**config.mk**
```make
export PLATFORM = sky130hd
export DESIGN_NAME = first_fit_block_allocator_unit
export DESIGN_NICKNAME = d
export VERILOG_FILES = /design/src/rtl/ffba_pkg.sv /design/src/rtl/first_fit_block_allocator_unit.sv
export SDC_FILE = /design/constraint.sdc
export NUM_CORES = 1
export LEC_CHECK = 0
export BUFFER_PORTS_ARGS = -buffer_cell sky130_fd_sc_hd__buf_2
export CAP_MARGIN = 10
export CORE_MARGIN = 1
export CORE_UTILIZATION = 35
export CTS_BUF_LIST = sky130_fd_sc_hd__clkbuf_8 sky130_fd_sc_hd__clkbuf_16
export CTS_CLUSTER_SIZE = 10
export DETAILED_ROUTE_END_ITERATION = 6
export GPL_TIMING_DRIVEN = 0
export PLACE_DENSITY_LB_ADDON = 0.25
export SYNTH_ARGS = -nofsm -noshare
export SYNTH_HDL_FRONTEND = slang
export SYNTH_SLANG_ARGS = --single-unit
```
**constraint.sdc**
```tcl
create_clock -name clk -period 9.5 [get_ports clk]
set_input_delay 0.95 -clock clk [delete_from_list [all_inputs] [get_ports clk]]
set_output_delay 0.95 -clock clk [all_outputs]
set_load 0.05 [all_outputs]
```
**src/rtl/ffba_pkg.sv**
```systemverilog
package ffba_pkg;

  localparam int MAX_BLOCKS = 16;
  localparam int IDX_W = (MAX_BLOCKS > 1) ? $clog2(MAX_BLOCKS) : 1;
  localparam int CNT_W = $clog2(MAX_BLOCKS + 1);

  localparam logic [1:0] ST_REUSED    = 2'd0;
  localparam logic [1:0] ST_APPENDED  = 2'd1;
  localparam logic [1:0] ST_NO_SPACE  = 2'd2;
  localparam logic [1:0] ST_NOT_FOUND = 2'd3;

  localparam logic CFG_HEADER_BYTES = 1'b0;
  localparam logic CFG_HEAP_LIMIT   = 1'b1;

  localparam logic [7:0]  HEADER_RESET = 8'd24;
  localparam logic [31:0] LIMIT_RESET  = 32'd65536;

  typedef struct packed {
    logic [31:0] base;
    logic [23:0] length;
  } entry_t;

endpackage

```
**src/rtl/first_fit_block_allocator_unit.sv**
```systemverilog
// first-fit heap block allocator with a table of up to MAX_BLOCKS blocks
// request channel: mode, request_size and release_address are taken at a clock
// edge where start is high and busy is low; busy stays high while the request
// is worked on
// result channel: done is high for one cycle with data_address and status;
// the receiver takes it in that cycle and cannot hold it off
// the block table sits in a one-port-write, one-port-read memory with a
// registered read; entries are read one per cycle in table order and
// checked in the cycle after, so a request ends at the first matching entry
// or after the last entry of the table walk
// a new request may be started in the cycle that done is high
// configuration: cfg_we writes header_bytes (index 0) or heap_limit (index 1)
// from cfg_data; write only while idle
// synchronous reset rst empties the table, clears the bump pointer and restores
// header_bytes 24 and heap_limit 65536; no memory clearing pass is needed
module first_fit_block_allocator_unit (
  input  logic        clk,
  input  logic        rst,
  input  logic        start,
  output logic        busy,
  input  logic        mode,
  input  logic [23:0] request_size,
  input  logic [31:0] release_address,
  output logic        done,
  output logic [31:0] data_address,
  output logic [1:0]  status,
  input  logic        cfg_we,
  input  logic        cfg_index,
  input  logic [31:0] cfg_data
);

  typedef enum logic {IDLE, SCAN} state_t;

  state_t state;

  logic [7:0]  hdr_bytes;
  logic [31:0] heap_lim;

  logic [ffba_pkg::CNT_W-1:0]      blk_count;
  logic [31:0]                     bump_ptr;
  logic [ffba_pkg::MAX_BLOCKS-1:0] free_bits;

  logic        req_mode;
  logic [23:0] req_size;
  logic [31:0] req_addr;
  logic [33:0] req_end;

  logic [ffba_pkg::CNT_W-1:0] rd_idx;
  logic [ffba_pkg::IDX_W-1:0] chk_idx;
  logic                       chk_valid;

  ffba_pkg::entry_t mem [ffba_pkg::MAX_BLOCKS];
  ffba_pkg::entry_t rd_q;
  ffba_pkg::entry_t wr_data;

  logic        accept;
  logic        scanning;
  logic        more;
  logic        hit_alloc;
  logic        hit_free;
  logic        hit;
  logic        issue;
  logic        scan_miss;
  logic        table_full;
  logic        over_limit;
  logic        append_ok;
  logic [31:0] rd_data_addr;

  assign accept     = start && (state == IDLE);
  assign busy       = (state != IDLE);
  assign scanning   = (state == SCAN);
  assign more       = (rd_idx < blk_count);
  assign rd_data_addr = rd_q.base + {24'd0, hdr_bytes};
  assign hit_alloc  = chk_valid && !req_mode && free_bits[chk_idx] &&
                      (rd_q.length >= req_size);
  assign hit_free   = chk_valid && req_mode && (rd_data_addr == req_addr);
  assign hit        = scanning && (hit_alloc || hit_free);
  assign issue      = scanning && more && !hit;
  assign scan_miss  = scanning && !chk_valid && !more;
  assign table_full = (blk_count == ffba_pkg::CNT_W'(ffba_pkg::MAX_BLOCKS));
  assign over_limit = (req_end > {2'b00, heap_lim});
  assign append_ok  = scan_miss && !req_mode && !table_full && !over_limit;
  assign wr_data    = '{base: bump_ptr, length: req_size};

  // block table memory
  always_ff @(posedge clk) begin
    if (append_ok) begin
      mem[blk_count[ffba_pkg::IDX_W-1:0]] <= wr_data;
    end
    rd_q <= mem[rd_idx[ffba_pkg::IDX_W-1:0]];
  end

  // configuration registers
  always_ff @(posedge clk) begin
    if (rst) begin
      hdr_bytes <= ffba_pkg::HEADER_RESET;
      heap_lim  <= ffba_pkg::LIMIT_RESET;
    end else if (cfg_we) begin
      unique case (cfg_index)
        ffba_pkg::CFG_HEADER_BYTES: hdr_bytes <= cfg_data[7:0];
        ffba_pkg::CFG_HEAP_LIMIT:   heap_lim  <= cfg_data;
        default: ;
      endcase
    end
  end

  // request latch
  always_ff @(posedge clk) begin
    if (accept) begin
      req_mode <= mode;
      req_size <= request_size;
      req_addr <= release_address;
      req_end  <= {2'b00, bump_ptr} + {26'd0, hdr_bytes} + {10'd0, request_size};
    end
  end

  // sequencer and allocator state
  always_ff @(posedge clk) begin
    if (rst) begin
      state        <= IDLE;
      done         <= 1'b0;
      data_address <= '0;
      status       <= ffba_pkg::ST_REUSED;
      blk_count    <= '0;
      bump_ptr     <= '0;
      free_bits    <= '0;
      rd_idx       <= '0;
      chk_idx      <= '0;
      chk_valid    <= 1'b0;
    end else begin
      done <= 1'b0;
      unique case (state)
        IDLE: begin
          chk_valid <= 1'b0;
          rd_idx    <= '0;
          if (start) begin
            state <= SCAN;
          end
        end
        SCAN: begin
          chk_valid <= issue;
          chk_idx   <= rd_idx[ffba_pkg::IDX_W-1:0];
          if (issue) begin
            rd_idx <= rd_idx + 1'b1;
          end
          if (hit) begin
            state        <= IDLE;
            done         <= 1'b1;
            status       <= ffba_pkg::ST_REUSED;
            free_bits[chk_idx] <= req_mode;
            data_address <= req_mode ? 32'd0 : rd_data_addr;
          end else if (scan_miss) begin
            state <= IDLE;
            done  <= 1'b1;
            if (req_mode) begin
              status       <= ffba_pkg::ST_NOT_FOUND;
              data_address <= '0;
            end else if (!append_ok) begin
              status       <= ffba_pkg::ST_NO_SPACE;
              data_address <= '0;
            end else begin
              status       <= ffba_pkg::ST_APPENDED;
              data_address <= bump_ptr + {24'd0, hdr_bytes};
              free_bits[blk_count[ffba_pkg::IDX_W-1:0]] <= 1'b0;
              blk_count    <= blk_count + 1'b1;
              bump_ptr     <= req_end[31:0];
            end
          end
        end
        default: state <= IDLE;
      endcase
    end
  end

`ifndef SYNTH
  a_done_idle: assert property (@(posedge clk) disable iff (rst) done |-> !busy)
    else $error("result strobe while busy");
  a_count_max: assert property (@(posedge clk) disable iff (rst)
    blk_count <= ffba_pkg::CNT_W'(ffba_pkg::MAX_BLOCKS))
    else $error("block count beyond table depth");
  a_accept_busy: assert property (@(posedge clk) disable iff (rst)
    start && !busy |=> busy)
    else $error("accepted request did not raise busy");
  a_append_count: assert property (@(posedge clk) disable iff (rst)
    append_ok |=> blk_count == $past(blk_count) + 1'b1)
    else $error("append did not grow the table");
  a_chk_scan: assert property (@(posedge clk) disable iff (rst)
    chk_valid |-> state == SCAN)
    else $error("entry check outside table walk");
`endif

endmodule
```
Word level (Yosys, flattened, before mapping)

Memory sizes are Yosys's and may differ from the RTL's. A register that Yosys moved wholly into a read port is not among the register bits.
Cells that the tools add are included.
Widths: inputs -> output; s select.

Add/sub/neg operators: 6
Magnitude comparators: 7
Eq/ne operators: 4
Multiplexer cells: 31
Bitwise operators: 6
Reductions and logical operators: 31

Operator list:

| cell                | number |
|---|---|
| $mux 32             | 5 |
| $add 32x8->32       | 2 |
| $mux 16             | 4 |
| $add 33x24->34      | 1 |
| $gt 34x32->1        | 1 |
| $add 32x8->33       | 1 |
| $eq 32x32->1        | 1 |
| $ge 24x24->1        | 1 |
| $and 16x16->16      | 1 |
| $bwmux 16           | 1 |
| $logic_and 1x1->1   | 16 |
| $not 16->16         | 1 |
| $add 5x1->5 const B | 2 |
| $lt 4x5->1 const B  | 2 |
| $mux 1              | 10 |
| $pmux 5 s2          | 1 |
| $demux 1 s4         | 2 |
| $ge 4x1->1 const B  | 2 |
| $mux 2              | 4 |
| $logic_not 1->1     | 6 |
| $reduce_and 2->1    | 3 |
| $eq 5x5->1 const B  | 1 |
| $lt 5x5->1          | 1 |
| $mux 5              | 1 |
| other kinds (9)     | 15 |

Register bits: 230
Memory bits (writable): 896
Input port bits: 94
Output and inout bits: 36
Memories: 1

Memories:

| memory | depth | width | read ports | clocked after memory_dff | write ports | RTL line                             | text |
|---|---|---|---|---|---|---|---|
| mem    | 16    | 56    | 1          | 1                        | 1           | first_fit_block_allocator_unit.sv:52 | `ffba_pkg::entry_t mem [ffba_pkg::MAX_BLOCKS];` |

Logic depth before layout (Yosys ltp)

Gate-level depths: netlist of the first run.

Depth in word-level cells: 10
Gate-level depth with buffers: 16
Mapped depth without buffers: 16

Worst setup path after synthesis of the first run

Ideal clock, no wire load.

Kind: reg2reg
Start point: register req_end[3]
End point: memory mem[3][0] in the netlist's numbering (enable)
Setup time: 0.539 ns
Arrival time: 6.284 ns
Slack: 2.678 ns
Stages on the path, launching flop included: 12
Period minus slack after synthesis: 6.822 ns
Cells stage by stage: edfxtp_1 ha_1 a21o_1 a21o_1 a221oi_1 o21a_1 o211a_1 o21ai_0 a211oi_1 clkbuf_1 nand2_1 nor3_1

Cells in the longest elaborated chain, start to end: 5

Ends and longest elaborated chain:

| what                         | RTL line                              | text |
|---|---|---|
| start: declaration           | first_fit_block_allocator_unit.sv:46  | `logic [33:0] req_end;` |
| start signal: assignment     | first_fit_block_allocator_unit.sv:113 | `req_end <= {2'b00, bump_ptr} + {26'd0, hdr_bytes} + {10'd0, request_size};` |
| $gt 34x32->1                 | first_fit_block_allocator_unit.sv:81  | `assign over_limit = (req_end > {2'b00, heap_lim});` |
| $logic_not 1->1              | first_fit_block_allocator_unit.sv:82  | `assign append_ok = scan_miss && !req_mode && !table_full && !over_limit;` |
| $logic_and 1x1->1            | first_fit_block_allocator_unit.sv:82  |  |
| $mux 1                       | first_fit_block_allocator_unit.sv:87  | `if (append_ok) begin` |
| $mux 1 (implied by the code) | first_fit_block_allocator_unit.sv:88  | `mem[blk_count[ffba_pkg::IDX_W-1:0]] <= wr_data;` |
| end: declaration             | first_fit_block_allocator_unit.sv:52  |  |

Every way passes these cells.

Final worst setup path of the first run

Start point: register req_end[3]
End point: memory mem[0][15] in the netlist's numbering (enable)

Same word-level chain as after synthesis.

==> results of run 1 <==
## cells in the mapped netlist, drive strengths merged (9+ instances only)
cell type / number / share of area (%)
ha: 121 / 3.1
nand2: 170 / 1.3
nor2: 149 / 1.1
a22oi: 21 / 0.32
o211ai: 24 / 0.39
nor3b: 15 / 0.23
nand4: 34 / 0.49
mux2i: 62 / 1.3
a21o: 35 / 0.55
edfxtp: 986 / 60
and3: 14 / 0.18
dfxtp: 195 / 7.9
fa: 11 / 0.45
nand2b: 15 / 0.19
nand3: 35 / 0.38
nor2b: 15 / 0.19
clkbuf: 101 / 0.77
buf: 51 / 0.49
nor4: 17 / 0.22
o22ai: 14 / 0.18
xnor2: 69 / 1.2
inv: 102 / 0.78
a21oi: 93 / 0.95
nor3: 40 / 0.41
o21ai: 43 / 0.44
xor2: 36 / 0.64
and2: 10 / 0.13
a31o: 15 / 0.27
a211oi: 9 / 0.14
o21a: 10 / 0.15
mux4: 285 / 13
## worst register-to-register path, stage by stage, from the launching register on
cell and delay (ps):
edfxtp_1 390, ha_1 300, a21o_1 180, a21o_1 160
a221oi_1 300, o21a_1 260, o211a_1 160, o21ai_0 230
a211oi_1 560, clkbuf_1 700, nand2_1 600, nor3_2 810
buf_6 240, buf_6 190, buf_6 180, buf_4 220
## where the power goes
part | internal (mW) | switching [mW] | leakage [nW]
combinational | 0.136 | 0.226 | 6.54
clock | 2.70 | 2.11 | 2.33
sequential | 5.64 | 0.0752 | 10.7
## path summary, 6_finish.rpt
| path | slack, ps | startpoint | end | cells past startpoint |
|---|---|---|---|---|
| setup / recovery | 3680 | req_end[3] | mem[0][15] | 15 |
| hold / removal | 380 | release_address[13] | req_addr[13] | 1 |
| setup reg to reg | 3680 | req_end[3] | mem[0][15] | 15 |
| hold reg to reg | 450 | heap_lim[8] | heap_lim[8] | 2 |
## metrics by stage
step                hold slack, ps  cell area (um2)  total power, mW
floorplan                      436            49400             6.01
global placement               446            52400             6.18
detailed placement             449            53700             6.18
CTS                            330            57800             11.0
global route                   351            57900             11.2
finish                         379            57900             10.9
## registers in the layout (all words and copies together), names as in the netlist, 8 cells and up
signal	count
heap_lim	32
req_size	24
rd_q	56
req_end	33
data_address	32
free_bits	16
mem	896
req_addr	32
bump_ptr	32
hdr_bytes	8
## cell type report
type | instances | area [um2]
diodes | 3 | 7.51
clock buffers | 143 | 3560
plain buffers | 152 | 622
fillers | 12500 | 81800
flip-flops and latches | 1181 | 33500
well taps | 1876 | 2350
repair buffers | 207 | 1990
clock inverters | 108 | 544
multi-input cells | 1487 | 15000
inverters | 103 | 389
## cell families after synthesis
family	Yosys count	synth area share (%)
AO/OA/AOI/OAI	349	4.86
multiplexers	351	14.4
buffers and inverters	255	2.04
AND/OR/NAND/NOR	548	5.39
flip-flops	1181	67.9
adder cells (fa/ha/maj)	132	3.51
XOR/XNOR	107	1.95
## per-layer routing
metal | GRT usage (%) | share of wire (%) | vias up
met5 | 0 | 0.0089 | -
met4 | 5.26 | 2.2 | 2
met3 | 3.93 | 7.0 | 178
met2 | 32.1 | 46 | 954
met1 | 29.3 | 45 | 14800
li1 | - | - | 12300
==> impl_metrics.tcl, run 1 <==
set metrics [dict create \
    clk_path_buf_depth 3 \
    setup_slack_ps 3680 \
    startpoint_type "register" \
    slowest_delay_ps 810 \
    io_buffers 128 \
    antenna_left 0 \
    status "finished, final reports clean" \
    critPathMaxFanout 10 \
    drive_above_1_share_pct 21.0 \
    synth-seq-area-share_pct 67.9 \
    clock-root-buffer "clkbuf_16" \
    grt_pass1_vias 28000 \
    routedWlPerCell_um 27.7 \
    clkSinkCount 1181 \
    h-tree-depth 4 \
    utilization_pct 41.5 \
    holdBufCountCts 0 \
    path_clk_slew_ps 50 \
    drv_cap 0 \
    grt_use_total_pct 20.5 \
    path_buf_inv 5 \
    cts_buffers 138 \
    synth_nets 3149 \
    drtIter0Drc 2761 \
    final_common_cell "edfxtp_1" \
    place_ws_ps 3760 \
    clk_latency_ps 760 \
    cts_tree "done" \
    dieHeight_um 378 \
    grt_max_degree 39 \
    die_w_um 378 \
    crit_type "register to register" \
    ys_async_sr_fraction_pct 0 \
    netlist_instances 2923 \
    clock.fmax_mhz 172 \
    antenna_found_initial 9 \
    ios 130 \
    grt_pass1_wl_um 207000 \
    ys_ff_latch 1181 \
    setup-tns-final_ps 0 \
    critical-path-slowest-cell "nor3_2" \
    hp-class "primary input to register" \
    core_area_um2 140000 \
    core.rowCount 137 \
    via_per_inst 5.37 \
    die-area_um2 143000 \
    grt_setup_unrepaired "false" \
    fin_cells 5260 \
    crit_family "compound AO/OA/AOI/OAI gates" \
    drc 0 \
    ir_worst_vdd_uv 137 \
    yosysWarnings 0 \
    syn2layout_area_growth_pct 17.3 \
    power_density_nw_per_um2 188 \
    synth_edf_count 986 \
    yosysUniqueCellTypes 89 \
    dp_cells 5001 \
    relSlewSlack_pct 12.4 \
    required_ps 9930 \
    slew_violations 0 \
    hold_viol 0 \
    tightest_slew_ps 1310 \
    overflow 0 \
    syn_area_um2 49400 \
    period_minus_slack_ps 5820 \
    finalSetupViolCount 0 \
    drt_wl_total_um 146000 \
    start_util_pct 35.3 \
    cp_cell_sequence "ha_1 > a21o_1 > a21o_1 > a221oi_1 > o21a_1 > o211a_1 > o21ai_0 > a211oi_1 > clkbuf_1 > nand2_1 > nor3_2 > buf_6 > buf_6 > buf_6 > buf_4" \
    synth_ff_type "edfxtp_1" \
    place_congestion 0.924 \
    crit_path_end_kind "register" \
    power_leakage_nw 19.5 \
    worst_ep_arrival_time_ps 6250 \
    nNetsFinal 3496 \
    postCtsSetupBuffers 0 \
    avgSynthCellArea_um2 16.9 \
    critPathMostFrequentCell "buf_6" \
    min_period_over_period_pct 61.2 \
    skew_ps 40.8 \
    via_count 28200 \
    first_pass_iters 5 \
    layout_common_cells "edfxtp_1, mux4_2, dfxtp_1" \
    hpwl_um 102000 \
    post_cts_resize_count 0 \
]
(Power assumes the default switching activity.)
==> run 2, diff against run 1 <==
==> constraint.sdc (replaced) <==
create_clock -name clk -period 5.3 [get_ports clk]
set_input_delay 0.53 -clock clk [delete_from_list [all_inputs] [get_ports clk]]
set_output_delay 0.53 -clock clk [all_outputs]
set_load 0.05 [all_outputs]
==> impl_metrics.tcl, run 2 (synthesis results as in run 1) <==
set metrics [dict create \
    required_ps 5740 \
    p_seq_share_pct 52.3 \
    cts_buffers 139 \
    antenna_found_initial 13 \
    tightest_slew_ps 1260 \
    clk_path_buf_depth 3 \
    n_fill_cell 12400 \
    relSlewSlack_pct 15.7 \
    grt_setup_unrepaired "false" \
    via_count 28500 \
    start_util_pct 35.3 \
    clk_latency_ps 750 \
    startpoint_type "register" \
    worst_ep_arrival_time_ps 5600 \
    multi_input_area_um2 15000 \
    ir_worst_vdd_uv 225 \
    overflow 0 \
    drc 0 \
    die_w_um 378 \
    place_congestion 0.916 \
    drtIter0Drc 3148 \
    seqCellArea_um2 33500 \
    power_leakage_nw 19.7 \
    dieHeight_um 378 \
    hp-class "primary input to register" \
    nNetsFinal 3533 \
    routedWlPerCell_um 27.7 \
    status "finished, final reports clean" \
    n_antenna_cell 0 \
    via_per_inst 5.38 \
    layout_common_cells "edfxtp_1, mux4_2, dfxtp_1" \
    hpwl_um 101000 \
    min_period_over_period_pct 97.5 \
    finalSetupViolCount 0 \
    core_area_um2 140000 \
    first_pass_iters 6 \
    largest_reg_flops 896 \
    clock.fmax_mhz 194 \
    clkSinkCount 1181 \
    drt_wl_total_um 147000 \
    dp_cells 4989 \
    p_int_mw 15.3 \
    io_buffers 128 \
    crit_family "compound AO/OA/AOI/OAI gates" \
    final_common_cell "edfxtp_1" \
    slowest_delay_ps 710 \
    grt_pass1_vias 28500 \
    grt_max_degree 34 \
    power_density_nw_per_um2 335 \
    clock-root-buffer "clkbuf_16" \
    grt_use_total_pct 20.8 \
    drv_cap 0 \
    slew_violations 0 \
    cts_tree "done" \
    hold_viol 0 \
    h-tree-depth 4 \
    critical-path-slowest-cell "nor2_4" \
    drive_above_1_share_pct 20.9 \
    core.rowCount 137 \
    cp_cell_sequence "ha_1 > a21o_1 > a21o_1 > a21oi_1 > o21ai_0 > a221oi_1 > o21ai_0 > a211oi_1 > clkbuf_2 > nand2_1 > nor2_4 > buf_16 > buf_12" \
    skew_ps 24.5 \
    path_clk_slew_ps 60 \
    dpl_cell_area_um2 53800 \
    combPwrFrac_pct 3.4 \
    antenna_left 0 \
    setup-tns-final_ps 0 \
    finish.instance_area_um2 58500 \
    power.total_mw 19.6 \
    setup_slack_ps 134 \
    place_ws_ps -487 \
    syn2layout_area_growth_pct 18.6 \
    period_minus_slack_ps 5170 \
    grt_pass1_wl_um 208000 \
    swShare_pct 22.0 \
    ios 130 \
    crit_type "register to register" \
    crit_path_end_kind "register" \
    path_buf_inv 3 \
    power_switching_mw 4.30 \
    fin_cells 5294 \
    critPathMaxFanout 17 \
    clock_power_share_pct 44.3 \
    die-area_um2 143000 \
]
==> run 2: changes by cell type in the layout (fill, tap and decap cells not counted), moves of 3 or more <==
cell           change
diode_2            -3
buf_12             +7
buf_6             -25
dlygate4sd3_1     +35
nor3_2             -4
buf_4              +8
buf_16             +9
nor3_4             +4
==> run 2: worst paths after layout <==
path | start | to | slack (ps) | depth (start not counted)
setup / recovery | req_end[19] | mem[6][21] | 130 | 13
hold / removal | request_size[11] | req_size[11] | 50 | 1
setup reg to reg | req_end[19] | mem[6][21] | 130 | 13
hold reg to reg | heap_lim[8] | heap_lim[8] | 460 | 2
==> run 2: layout make-up <==
cell class / instances / area share (%)
Sequential cell: 1181 / 57.2
Multi-Input combinational cell: 1487 / 25.6
Clock buffer: 142 / 6.03
Timing Repair Buffer: 243 / 4.33
Tap cell: 1876 / 4.01
Buffer: 152 / 1.06
Clock inverter: 110 / 1.06
Inverter: 103 / 0.665
==> run 2: timing repair <==
item                                   CTS  global route
pin swaps                                2             1
buffers inserted                         7             3
gates resized for setup                  1             1
setup endpoints to repair              346            20
hold buffers                            35             0
endpoints found under the hold margin   35             0
==> run 2: power groups by stage <==
stage	combinational [mW]	sequential, mW	clock, mW
floorplan	0.386	10.4	0
global placement	0.629	10.4	0
detailed placement	0.648	10.4	0
CTS	0.673	10.2	8.82
global route	0.741	10.3	9.15
finish	0.676	10.2	8.68
==> run 2: metrics by stage <==
stage	utilization (%)	hold WS [ps]
5_1_grt	41.9	35.8
3_5_place_dp	38.5	449
2_1_floorplan	-	436
6_report	41.9	48.5
3_3_place_gp	37.5	444
4_1_cts	41.8	4.16
==> run 2: worst reg2reg max path, cell delays in order, from the launching register on <==
cell,delay [ps]
edfxtp_1,460
ha_1,340
a21o_1,180
a21o_1,170
a21oi_1,140
o21ai_0,100
a221oi_1,360
o21ai_0,330
a211oi_1,520
clkbuf_2,500
nand2_1,530
nor2_4,720
buf_16,260
buf_12,230
==> run 2: routing by layer <==
metal | vias up | GRT usage, % | wire [um]
li1 | 12400 | - | -
met1 | 14800 | 28.7 | 63100
met2 | 1050 | 32.7 | 68500
met3 | 230 | 4.35 | 10900
met4 | 4 | 6.43 | 4290
met5 | - | 0 | 22
